<file path="config.mk">
export PLATFORM = sky130hd
export DESIGN_NAME = shelf_rect_packer_core
export DESIGN_NICKNAME = d
export VERILOG_FILES = /design/src/hw/rtl/shrp_pkg.sv /design/src/hw/rtl/shrp_round.sv /design/src/hw/rtl/shrp_place.sv /design/src/hw/rtl/shelf_rect_packer_core.sv
export VERILOG_INCLUDE_DIRS = /design/src /design/src/hw/rtl
export SDC_FILE = /design/constraint.sdc
export NUM_CORES = 1
export LEC_CHECK = 0
export BUFFER_PORTS_ARGS = -buffer_cell sky130_fd_sc_hd__buf_4
export CORE_MARGIN = 2
export CORE_UTILIZATION = 40
export CTS_CLUSTER_SIZE = 20
export DETAILED_ROUTE_END_ITERATION = 16
export GPL_TIMING_DRIVEN = 0
export PLACE_DENSITY_LB_ADDON = 0.15
export SYNTH_ARGS = -nofsm -noshare
export SYNTH_HDL_FRONTEND = slang
export SYNTH_SLANG_ARGS = --single-unit
</file>
<file path="constraint.sdc">
create_clock -name clk -period 21.3 [get_ports clk]
set_input_delay 3.195 -clock clk [delete_from_list [all_inputs] [get_ports clk]]
set_output_delay 3.195 -clock clk [all_outputs]
set_load 0.02 [all_outputs]
</file>
<file path="src/hw/rtl/shelf_rect_packer_core_assert.svh">
// Assertion macros shared by the shelf packer RTL.
// Each macro expects clk and rst_n to be visible in the module that uses it.
`ifndef SHELF_RECT_PACKER_CORE_ASSERT_SVH
`define SHELF_RECT_PACKER_CORE_ASSERT_SVH

// Same-cycle implication, checked only out of reset.
`define SHRP_ASSERT_NOW(name, ante, cons, msg) \
    name: assert property (@(posedge clk) disable iff (!rst_n) (ante) |-> (cons)) \
        else $error(msg);

// Next-cycle implication, checked only out of reset.
`define SHRP_ASSERT_NEXT(name, ante, cons, msg) \
    name: assert property (@(posedge clk) disable iff (!rst_n) (ante) |=> (cons)) \
        else $error(msg);

`endif

</file>
<file path="src/hw/rtl/shrp_pkg.sv">
// Types and constants of the shelf rectangle packer.
// No dependencies; used by every module of the block.
package shrp_pkg;

    localparam int RECT_W  = 12;
    localparam int GAP_W   = 8;
    localparam int SIDE_W  = 13;
    localparam int WIDE_W  = SIDE_W + 1;
    localparam int CFG_IDX_W = 1;

    localparam logic [SIDE_W-1:0] MAX_SIDE_RST = 13'd2048;

    typedef enum logic [CFG_IDX_W-1:0] {
        CFG_GAP      = 1'b0,
        CFG_MAX_SIDE = 1'b1
    } cfg_idx_t;

    // Running packer state carried from one rectangle to the next.
    typedef struct packed {
        logic [SIDE_W-1:0] cursor_x;
        logic [SIDE_W-1:0] shelf_y;
        logic [SIDE_W-1:0] shelf_height;
        logic [SIDE_W-1:0] used_width;
        logic [SIDE_W-1:0] used_height;
        logic              atlas_full;
    } pack_state_t;

    typedef struct packed {
        logic              placed;
        logic [RECT_W-1:0] pos_x;
        logic [RECT_W-1:0] pos_y;
        logic [SIDE_W-1:0] atlas_width;
        logic [SIDE_W-1:0] atlas_height;
        logic              set_done;
    } pack_result_t;

endpackage

</file>
<file path="src/hw/rtl/shrp_round.sv">
// Rounds an extent up to a power of two (at least 2) capped at lim; 0 gives 0.
// Depends on shrp_pkg.
module shrp_round
    import shrp_pkg::*;
(
    input  logic [SIDE_W-1:0] extent,
    input  logic [SIDE_W-1:0] lim,
    output logic [SIDE_W-1:0] size
);

    logic [SIDE_W-1:0] smear;
    logic [WIDE_W-1:0] pow2;

    always_comb
    begin
        // Smearing the bits of extent-1 downward gives the next power of two minus one.
        smear = extent - 13'd1;
        smear = smear | (smear >> 1);
        smear = smear | (smear >> 2);
        smear = smear | (smear >> 4);
        smear = smear | (smear >> 8);
        pow2 = {1'b0, smear} + 14'd1;
        if (pow2 < 14'd2)
        begin
            pow2 = 14'd2;
        end
        if (pow2 > {1'b0, lim})
        begin
            pow2 = {1'b0, lim};
        end
        if (extent == '0)
        begin
            size = '0;
        end
        else
        begin
            size = pow2[SIDE_W-1:0];
        end
    end

endmodule

</file>
<file path="src/hw/rtl/shrp_place.sv">
// Placement step: shelf wrap, bottom check, extent tracking and the end-of-set size.
// Depends on shrp_pkg and shrp_round.
module shrp_place
    import shrp_pkg::*;
(
    input  pack_state_t       st,
    input  logic [RECT_W-1:0] box_width,
    input  logic [RECT_W-1:0] box_height,
    input  logic              last_rect,
    input  logic [GAP_W-1:0]  gap,
    input  logic [SIDE_W-1:0] lim,
    output pack_state_t       st_next,
    output pack_result_t      res
);

    logic              go;
    logic [SIDE_W-1:0] rw;
    logic [SIDE_W-1:0] rh;
    logic [WIDE_W-1:0] right0;
    logic [WIDE_W-1:0] right;
    logic [WIDE_W-1:0] bottom;
    logic              wrap;
    logic [SIDE_W-1:0] sy_w;
    logic [SIDE_W-1:0] cx_w;
    logic [SIDE_W-1:0] sh_w;
    pack_state_t       st_upd;
    pack_result_t      res_pl;
    logic [SIDE_W-1:0] aw_round;
    logic [SIDE_W-1:0] ah_round;
    logic              extent_ok;

    always_comb
    begin
        go     = !st.atlas_full && (box_width != '0) && (box_height != '0);
        rw     = {1'b0, box_width} + {5'b0, gap};
        rh     = {1'b0, box_height} + {5'b0, gap};
        right0 = {1'b0, st.cursor_x} + {1'b0, rw};
        wrap   = right0 > {1'b0, lim};
        // A new shelf opens below the tallest rectangle of the current one.
        sy_w   = wrap ? (st.shelf_y + st.shelf_height) : st.shelf_y;
        cx_w   = wrap ? '0 : st.cursor_x;
        sh_w   = wrap ? '0 : st.shelf_height;
        right  = wrap ? {1'b0, rw} : right0;
        bottom = {1'b0, sy_w} + {1'b0, rh};

        st_upd = st;
        res_pl = '0;
        if (go)
        begin
            st_upd.shelf_y      = sy_w;
            st_upd.cursor_x     = cx_w;
            st_upd.shelf_height = sh_w;
            if (bottom > {1'b0, lim})
            begin
                st_upd.atlas_full = 1'b1;
            end
            else
            begin
                res_pl.placed   = 1'b1;
                res_pl.pos_x    = cx_w[RECT_W-1:0];
                res_pl.pos_y    = sy_w[RECT_W-1:0];
                st_upd.cursor_x = right[SIDE_W-1:0];
                if (rh > sh_w)
                begin
                    st_upd.shelf_height = rh;
                end
                if (right > {1'b0, st.used_width})
                begin
                    st_upd.used_width = right[SIDE_W-1:0];
                end
                if (bottom > {1'b0, st.used_height})
                begin
                    st_upd.used_height = bottom[SIDE_W-1:0];
                end
            end
        end
    end

    always_comb
    begin
        extent_ok = (st_upd.used_width != '0) && (st_upd.used_height != '0);
        st_next   = st_upd;
        res       = res_pl;
        if (last_rect)
        begin
            st_next          = '0;
            res.set_done     = 1'b1;
            res.atlas_width  = extent_ok ? aw_round : '0;
            res.atlas_height = extent_ok ? ah_round : '0;
        end
    end

    shrp_round u_round_w (
        .extent (st_upd.used_width),
        .lim    (lim),
        .size   (aw_round)
    );

    shrp_round u_round_h (
        .extent (st_upd.used_height),
        .lim    (lim),
        .size   (ah_round)
    );

endmodule

</file>
<file path="src/hw/rtl/shelf_rect_packer_core.sv">
// Top level of the shelf rectangle packer: input register, packer state, result register.
// Depends on shrp_pkg, shrp_place and shelf_rect_packer_core_assert.svh.
//
// Usage: rectangles arrive on the in channel (box_width, box_height, last_rect),
// sorted by ascending height. Each input transaction yields exactly one result
// transaction on the out channel with placed, pos_x, pos_y, set_done and, on the
// last rectangle of a set, atlas_width and atlas_height.
// The cfg channel writes gap (index 0) and max_side (index 1); it is always ready.
// The user must write it only while the block is idle; the block does not enforce it.
// A rectangle is captured in the input register at acceptance, and its result is
// loaded into the output register, raising out_valid, once that register is empty
// or being read. The block takes one rectangle per cycle while out_ready stays
// high, through the loop around the packer state (cursor, shelf and extent registers).
// Reset clears the packer state, empties both registers, sets gap to 0 and
// max_side to 2048. When the receiver holds out_ready low, the result stays put,
// one more rectangle is held in the input register, and then in_ready drops.
// The state clears after the last rectangle of a set, ready for the next set.
`include "shelf_rect_packer_core_assert.svh"

module shelf_rect_packer_core
    import shrp_pkg::*;
#(
    parameter int SIDE_LIMIT = 4096
)
(
    input  logic                 clk,
    input  logic                 rst_n,
    input  logic                 cfg_valid,
    output logic                 cfg_ready,
    input  logic [CFG_IDX_W-1:0] cfg_index,
    input  logic [SIDE_W-1:0]    cfg_data,
    input  logic                 in_valid,
    output logic                 in_ready,
    input  logic [RECT_W-1:0]    box_width,
    input  logic [RECT_W-1:0]    box_height,
    input  logic                 last_rect,
    output logic                 out_valid,
    input  logic                 out_ready,
    output logic                 placed,
    output logic [RECT_W-1:0]    pos_x,
    output logic [RECT_W-1:0]    pos_y,
    output logic [SIDE_W-1:0]    atlas_width,
    output logic [SIDE_W-1:0]    atlas_height,
    output logic                 set_done
);

    // The state is 13 bits wide, so a limit above 8191 never saturates max_side.
    localparam int               LIM_CAP   = (SIDE_LIMIT > 8191) ? 8191 : SIDE_LIMIT;
    localparam logic [SIDE_W-1:0] LIM_CAP_V = SIDE_W'(LIM_CAP);

    logic [GAP_W-1:0]  gap_reg;
    logic [SIDE_W-1:0] max_side_reg;
    logic [SIDE_W-1:0] lim;

    logic              s0_valid_reg;
    logic [RECT_W-1:0] s0_width_reg;
    logic [RECT_W-1:0] s0_height_reg;
    logic              s0_last_reg;

    pack_state_t       state_reg;
    pack_state_t       state_next;
    pack_result_t      res_next;
    pack_result_t      res_reg;
    logic              out_valid_reg;

    logic              advance;
    logic              in_take;

    assign cfg_ready = 1'b1;
    assign lim       = (max_side_reg > LIM_CAP_V) ? LIM_CAP_V : max_side_reg;

    assign advance  = s0_valid_reg && (!out_valid_reg || out_ready);
    assign in_ready = !s0_valid_reg || advance;
    assign in_take  = in_valid && in_ready;

    always_ff @(posedge clk or negedge rst_n)
    begin
        if (!rst_n)
        begin
            gap_reg      <= '0;
            max_side_reg <= MAX_SIDE_RST;
        end
        else if (cfg_valid)
        begin
            case (cfg_idx_t'(cfg_index))
                CFG_GAP:      gap_reg      <= cfg_data[GAP_W-1:0];
                CFG_MAX_SIDE: max_side_reg <= cfg_data;
                default:      ;
            endcase
        end
    end

    shrp_place u_place (
        .st          (state_reg),
        .box_width   (s0_width_reg),
        .box_height  (s0_height_reg),
        .last_rect   (s0_last_reg),
        .gap         (gap_reg),
        .lim         (lim),
        .st_next     (state_next),
        .res         (res_next)
    );

    always_ff @(posedge clk or negedge rst_n)
    begin
        if (!rst_n)
        begin
            s0_valid_reg  <= 1'b0;
            out_valid_reg <= 1'b0;
            state_reg     <= '0;
        end
        else
        begin
            if (in_take)
            begin
                s0_valid_reg <= 1'b1;
            end
            else if (advance)
            begin
                s0_valid_reg <= 1'b0;
            end
            if (advance)
            begin
                out_valid_reg <= 1'b1;
                state_reg     <= state_next;
            end
            else if (out_ready)
            begin
                out_valid_reg <= 1'b0;
            end
        end
    end

    always_ff @(posedge clk)
    begin
        if (in_take)
        begin
            s0_width_reg  <= box_width;
            s0_height_reg <= box_height;
            s0_last_reg   <= last_rect;
        end
        if (advance)
        begin
            res_reg <= res_next;
        end
    end

    assign out_valid    = out_valid_reg;
    assign placed       = res_reg.placed;
    assign pos_x        = res_reg.pos_x;
    assign pos_y        = res_reg.pos_y;
    assign atlas_width  = res_reg.atlas_width;
    assign atlas_height = res_reg.atlas_height;
    assign set_done     = res_reg.set_done;

    `SHRP_ASSERT_NOW(a_unplaced_at_origin, out_valid && !placed, pos_x == '0 && pos_y == '0, "unplaced rectangle carries a position")
    `SHRP_ASSERT_NOW(a_size_only_at_end, out_valid && !set_done, atlas_width == '0 && atlas_height == '0, "atlas size reported before the end of a set")
    `SHRP_ASSERT_NOW(a_size_pair, out_valid && set_done && atlas_width != '0, atlas_height != '0, "atlas width without atlas height")
    `SHRP_ASSERT_NEXT(a_clear_after_last, advance && s0_last_reg, state_reg == '0, "packer state not cleared after the last rectangle")
    `SHRP_ASSERT_NEXT(a_full_places_nothing, advance && state_reg.atlas_full, !res_reg.placed, "rectangle placed after the atlas filled")

endmodule
</file>
Word-level counts from Yosys, hierarchy flattened

Index checks and enable logic that the tools add are counted.

Input port bits: 44
Flip-flop bits (word level): 166
Output and inout bits: 55
Logic and storage cells: 103

Equality and inequality tests: 1
Reduce and logical (&&, ||, !) cells: 28
Add/subtract/negate cells: 9
Bitwise logic cells: 12
Multiplexer cells: 23
Order comparisons: 10

Operators with widths:

| cell                                                                           | count |
|---|---|
| 66-bit two-way mux                                                             | 2 |
| 13-bit two-way mux                                                             | 10 |
| 14-bit by 13-bit greater-than comparator with 1-bit output                     | 6 |
| 14-bit two-way mux                                                             | 3 |
| 39-bit two-way mux                                                             | 1 |
| 13-bit by 1-bit adder with 14-bit output (second input constant)               | 2 |
| 13-bit by 13-bit adder with 14-bit output                                      | 2 |
| 14-bit by 2-bit less-than comparator with 1-bit output (second input constant) | 2 |
| 12-bit by 8-bit adder with 13-bit output                                       | 2 |
| 13-bit logical NOT                                                             | 2 |
| 13-bit by 11-bit bitwise OR with 13-bit output                                 | 2 |
| 13-bit by 12-bit bitwise OR with 13-bit output                                 | 2 |
| 13-bit by 5-bit bitwise OR with 13-bit output                                  | 2 |
| 13-bit by 9-bit bitwise OR with 13-bit output                                  | 2 |
| 13-bit nonzero test                                                            | 2 |
| 13-bit by 1-bit subtractor with 13-bit output (second input constant)          | 2 |
| 25-bit two-way mux                                                             | 1 |
| 12-bit nonzero test                                                            | 2 |
| 13-bit adder                                                                   | 1 |
| 13-bit greater-than comparator                                                 | 1 |
| 13-bit greater-than comparator (second input constant)                         | 1 |
| 2-bit nonzero test                                                             | 4 |
| 1-bit two-way mux                                                              | 6 |
| 2-bit AND reduction                                                            | 3 |
| 8 further kinds                                                                | 20 |

Longest topological paths before layout

Depth in word-level cells: 19
Mapped depth: 87
Depth with buffers taken out: 79

By module

From an unflattened synthesis, not the netlist that was laid out.

Cells, all modules: 1614
Area total of the unflattened synthesis: 15016.9 sq um

By module, submodules not included:

| module                         | area each (sq um) | times used | seq. area each (sq um) | cells an instance |
|---|---|---|---|---|
| shrp_place                     | 6356.1            | 1          | 0.0                    | 904 |
| shelf_rect_packer_core         | 5853.1            | 1          | 4540.6                 | 287 |
| shrp_round (u_place.u_round_h) | 1428.9            | 1          | 0.0                    | 218 |
| shrp_round (u_place.u_round_w) | 1378.8            | 1          | 0.0                    | 205 |

Worst setup path after synthesis

Ideal clock, no wire load.

Path type: flip-flop to flip-flop
From: register gap_reg[1]
To: register res_reg (netlist bit atlas_width[1]), data pin
Required time: 21041 ps
Path buffers: 8
Cell stages (with the launch flop): 82
Arrival time: 15843 ps
Setup time: 259 ps
Period minus slack after synthesis: 16102 ps
Path slack: 5198 ps
Cells stage by stage: dfrtp_1 -> ha_1 -> a21o_1 -> a21oi_1 -> o21ai_0 -> a21o_1 -> a21oi_1 -> xnor2_1 -> ha_1 -> or4_1 -> o21a_1 -> a21o_1 -> a21o_1 -> a31oi_1 -> xnor2_1 -> ha_1 -> nand3_1 -> o211ai_1 -> [... 46 more ...] -> or4_1 -> or4_1 -> nor4_1 -> or2_1 -> ha_1 -> a21oi_1 -> nor2_1 -> nor2_1 -> nand2_1 -> a21oi_1 -> o21ai_0 -> a21o_1 -> a21o_1 -> a21oi_1 -> o21a_1 -> clkbuf_1 -> clkinv_1 -> o31a_1

Word-level cells in the longest chain between the ends: 18
Elaborated cells on any way between the ends: 30
Those cells by class: add/sub (6); order compare (6); mux (8); bitwise (5); reduce/logical (5)

RTL lines:

| what                                                         | line                          | source |
|---|---|---|
| start: declaration                                           | shelf_rect_packer_core.sv:51  | `logic [GAP_W-1:0] gap_reg;` |
| start signal: assignment                                     | shelf_rect_packer_core.sv:86  | `CFG_GAP: gap_reg <= cfg_data[GAP_W-1:0];` |
| 12-bit by 8-bit adder with 13-bit output *                   | shrp_place.sv:35              | `rw = {1'b0, box_width} + {5'b0, gap};` |
| 13-bit by 13-bit adder with 14-bit output *                  | shrp_place.sv:37              | `right0 = {1'b0, st.cursor_x} + {1'b0, rw};` |
| 14-bit by 13-bit greater-than comparator with 1-bit output * | shrp_place.sv:38              | `wrap = right0 > {1'b0, lim};` |
| 13-bit two-way mux *                                         | shrp_place.sv:40              | `sy_w = wrap ? (st.shelf_y + st.shelf_height) : st.shelf_y;` |
| via u_place.sy_w[0]                                          | shrp_place.sv:23              | `logic [SIDE_W-1:0] sy_w;` |
| 13-bit by 13-bit adder with 14-bit output *                  | shrp_place.sv:44              | `bottom = {1'b0, sy_w} + {1'b0, rh};` |
| 14-bit by 13-bit greater-than comparator with 1-bit output   | shrp_place.sv:53              | `if (bottom > {1'b0, lim})` |
| 39-bit two-way mux *                                         | shrp_place.sv:53              |  |
| [... 3 more ...]                                             | --                            |  |
| 13-bit by 11-bit bitwise OR with 13-bit output               | shrp_round.sv:19              | `smear = smear \| (smear >> 2);` |
| 13-bit by 9-bit bitwise OR with 13-bit output                | shrp_round.sv:20              | `smear = smear \| (smear >> 4);` |
| 13-bit by 5-bit bitwise OR with 13-bit output                | shrp_round.sv:21              | `smear = smear \| (smear >> 8);` |
| 13-bit by 1-bit adder with 14-bit output                     | shrp_round.sv:22              | `pow2 = {1'b0, smear} + 14'd1;` |
| 14-bit by 2-bit less-than comparator with 1-bit output       | shrp_round.sv:23              | `if (pow2 < 14'd2)` |
| 14-bit two-way mux                                           | shrp_round.sv:23              |  |
| 14-bit by 13-bit greater-than comparator with 1-bit output   | shrp_round.sv:27              | `if (pow2 > {1'b0, lim})` |
| 13-bit two-way mux                                           | shrp_round.sv:27              |  |
| end signal: assignment                                       | shelf_rect_packer_core.sv:144 | `res_reg <= res_next;` |
| end: declaration                                             | shelf_rect_packer_core.sv:63  | `pack_result_t res_reg;` |

Mark *: on every way through the listed nets, which the timed path passes. The rest lies on a longest branch. The select of a mux whose other input is x is not followed.
A chain may end at the register's enable or synchronous reset.

Worst setup path in the final report

From: register gap_reg[1]
To: register res_reg (netlist bit atlas_width[1]), data pin

Word-level cells in the longest chain between the ends: 18
Elaborated cells on any way between the ends: 30
Those cells by class: add/sub (6); order compare (6); mux (8); bitwise (5); reduce/logical (5)

RTL lines:

| what                                                                                                                           | line                               | source |
|---|---|---|
| 12-bit by 8-bit adder with 13-bit output                                                                                       | shrp_place.sv:35                   |  |
| 13-bit by 13-bit adder with 14-bit output                                                                                      | shrp_place.sv:37                   |  |
| 14-bit by 13-bit greater-than comparator with 1-bit output                                                                     | shrp_place.sv:38                   |  |
| 13-bit two-way mux / 14-bit two-way mux (equally long branches)                                                                | shrp_place.sv:40, shrp_place.sv:43 |  |
| 13-bit by 13-bit adder with 14-bit output / 14-bit by 13-bit greater-than comparator with 1-bit output (equally long branches) | shrp_place.sv:44, shrp_place.sv:67 |  |
| 14-bit by 13-bit greater-than comparator with 1-bit output / 13-bit two-way mux (equally long branches)                        | shrp_place.sv:53, shrp_place.sv:67 |  |
| 39-bit two-way mux *                                                                                                           | shrp_place.sv:53                   |  |
| 66-bit two-way mux *                                                                                                           | shrp_place.sv:48                   | `if (go)` |
| [... 2 more ...]                                                                                                               | --                                 |  |
| 13-bit by 11-bit bitwise OR with 13-bit output                                                                                 | shrp_round.sv:19                   |  |
| 13-bit by 9-bit bitwise OR with 13-bit output                                                                                  | shrp_round.sv:20                   |  |
| 13-bit by 5-bit bitwise OR with 13-bit output                                                                                  | shrp_round.sv:21                   |  |
| 13-bit by 1-bit adder with 14-bit output                                                                                       | shrp_round.sv:22                   |  |
| 14-bit by 2-bit less-than comparator with 1-bit output                                                                         | shrp_round.sv:23                   |  |
| 14-bit two-way mux                                                                                                             | shrp_round.sv:23                   |  |
| 14-bit by 13-bit greater-than comparator with 1-bit output                                                                     | shrp_round.sv:27                   |  |
| 13-bit two-way mux                                                                                                             | shrp_round.sv:27                   |  |

Mark *: on every way between the ends. The rest lies on a longest branch, timed or not. The select of a mux whose other input is x is not followed.

==> key figures <==
Critical path
  • Slowest CP cell: xor2_1
  • Worst Path Required: between 20,000 and 25,000 ps
  • Arr. time, crit path: 19,660 ps
  • Critical path class: register to register
  • Worst stage delay on the critical path: 560 ps
  • Crit start category: register
  • Crit path capture type: register
  • Worst-path fanout max: 10
  • Most used cell along the critical path: a21oi_1
  • Reg2Reg Setup Slack: 1840 ps

Timing
  • Max Clock Freq: between 50 and 60 MHz
  • Final setup margin: 1840 ps
  • Final Hold Fails: 0
  • Clock skew: 15.49 ps
  • Final min period: about 20,000 ps
  • Worst-Margin Slew: approximately 1100 ps
  • Final setup viols: 0
  • Hold WS: 485.0 ps
  • Slew headroom: between 20% and 30%
  • RSZ-0062 raised after global routing: no
  • Fin crit share: approximately nine tenths
  • Setup tns final: 0 ps
  • Max-slew violation count: 0

Final layout
  • Commonest non-fill, non-tap cell in the layout: ha_1
  • Number of fill cells in the layout: ~3,300
  • Max FFs per register: 66
  • Synth-to-layout area growth: 14.35%
  • Nets: around 1,900
  • Commonest cells after routing, fill and taps aside: ha_1, nor2_1, nand2_1, inv_1, buf_4
  • Final core occ: a little under half
  • Layout cell share with drive strength beyond 1: about an eighth

Synthesis
  • Post-synth top area cell: edfxtp_1
  • Synth Flop Type: dfrtp_1
  • Top cells by area, synth: edfxtp_1, dfrtp_1, ha_1
  • Synth async-reset ratio: 53.61%
  • Yosys top cell area share: 16.80%
  • Number of synthesized flops with an enable pin: 77
  • Synth Instances: ~1,500
  • Syn Area/Cell: roughly 9.0 um^2
  • Synth Warn #: 0
  • Netlist cell types: between 80 and 90
  • Post-Syn Area: 13,760 um^2
  • Synth Register Bits: around 170
  • Seq/Total Area, Yosys: approximately a third
  • Synthesized Nets: roughly 1,700

Global routing
  • Remaining global-route overflow: 0
  • First-pass GRT wire length: between 60,000 and 70,000 um
  • Initial antenna violation count: 0
  • Vias in the first global route: about 12,000
  • Overall Global Routing Usage: a little under a quarter
  • Largest net degree at the start of global routing: 90

Clock tree
  • H-tree Lvls: 4
  • Clock sinks: approximately 170
  • Clk_lat worst skew: about 460 ps
  • Clock root cell: clkbuf_16
  • CTS max path bufs: 2
  • # hold bufs at CTS: 0
  • Clock transition at path regs: 70 ps
  • Total CTS buffers: 17
  • CTS tree: built

Run status
  • Status: finished, final reports clean

Die
  • Row count: 67
  • Die ar.: between 30,000 and 40,000 um^2
  • Starting Density: about 41%
  • Die height: roughly 190 um
  • I/O Pins: 99
  • Core box area: roughly 34,000 um^2
  • Chip width: ~190 um

Routing
  • Drt total wl: approximately 41,000 um
  • Drt pass-1 iters: 7
  • DRT iter0 DRCs: about 700
  • WL per Instance: 19.50 um
  • Via-per-instance ratio: between 5 and 6
  • DRC Markers: 0
  • Antenna viol nets, final: 0
  • Routed vias: about 12,000

Placement
  • Port Buffers: 97
  • Hpwl dp: around 32,000 um
  • Pre-CTS WS: 1414 ps
  • Final RePlAce weighted congestion: roughly 0.90

Min path
  • Hold/Removal Path Class: register to register

Job
  • Maximum capacitance violations: 0
cells by family after synthesis:
group / synth area share (%)
XOR/XNOR: 4.245
flip-flops: 32.99
other: 0.02725
AND/OR/NAND/NOR: 18.44
buffers and inverters: 4.418
multiplexers: 5.645
AO/OA/AOI/OAI: 19.60
adder cells (fa/ha/maj): 14.64
layout make-up:
class                           count  area, um^2  share of cell area [%]
Clock buffer                       23       489.2                   3.108
Timing Repair Buffer              101       802.0                   5.096
Inverter                          108       405.4                   2.576
Sequential cell                   166        4541                   28.85
Multi-Input combinational cell   1212        8645                   54.93
Buffer                             48       203.9                   1.296
Clock inverter                      9       90.09                  0.5724
Antenna cell                        1       2.502                 0.01590
Tap cell                          448       560.5                   3.562
final timing paths:
check                             startpoint             end  cells past startpoint
worst max register to register    gap_reg[1]  atlas_width[1]                     78
worst max-delay path              gap_reg[1]  atlas_width[1]                     78
min in group asynchronous              rst_n       out_valid                      2
worst min-delay path            s0_valid_reg       out_valid                      1
max in group asynchronous              rst_n    state_reg[2]                      2
worst min register to register  s0_valid_reg       out_valid                      1
cells in the mapped netlist, types with 5 or more instances:
cell type  number
ha_1          153
nor2_1        136
nand2_1       120
inv_1         105
a21oi_1        99
dfrtp_1        88
edfxtp_1       77
o21ai_0        77
mux2i_1        45
xnor2_1        43
clkbuf_1       38
nor3_1         37
a21o_1         34
nand3_1        34
nor2b_1        28
mux2_2         27
o21a_1         25
a31oi_1        23
nand2b_1       23
o22ai_1        23
and2_1         22
nor4_1         22
nand4_1        20
xor2_1         20
a211oi_1       16
and3_1         16
or3_1          16
a22o_1         11
o211ai_1       11
o21bai_1       11
a211o_1        10
o21ai_1         6
o31ai_1         6
or4_1           6
a32o_1          5
buf_1           5
fa_1            5
nor3b_1         5
o31a_1          5
or2_1           5
through the flow:
stage	cell area (um^2)	std cells
finish	15740	2116
global route	15740	2115
CTS	15660	2113
detailed placement	15080	2081
global placement	15050	2080
floorplan	13760	1535
layer usage:
layer / global-route usage [%] / routed length [um] / part of all wire (%)
met1: 33.28 / 19840 / 48
met2: 36.93 / 18360 / 44
met3: 3.763 / 2111 / 5.1
met4: 7.245 / 955 / 2.3
met5: 0 / 0 / 0
critical path: cells and delay by family (launching register included):
family,cells,cell delay [ps]
AOI/OAI and AO/OA,32,6480
and+or+nand+nor,22,4980
DFF,1,460
muxes,3,730
adders and majority gates,8,2350
xor gates and xnor gates,4,1140
buffers and inverters,9,3040
what timing repair did:
| item | 4_1_cts | 5_1_grt |
|---|---|---|
| buffers inserted | 0 | 2 |
| resized for setup | 0 | 6 |
| endpoints found under the setup margin | 0 | 10 |
| hold endpoints to repair | 0 | 0 |
Power is left out: the tool's default activity adds up to more than one toggle a clock period on the data nets, which glitch-free logic cannot reach.
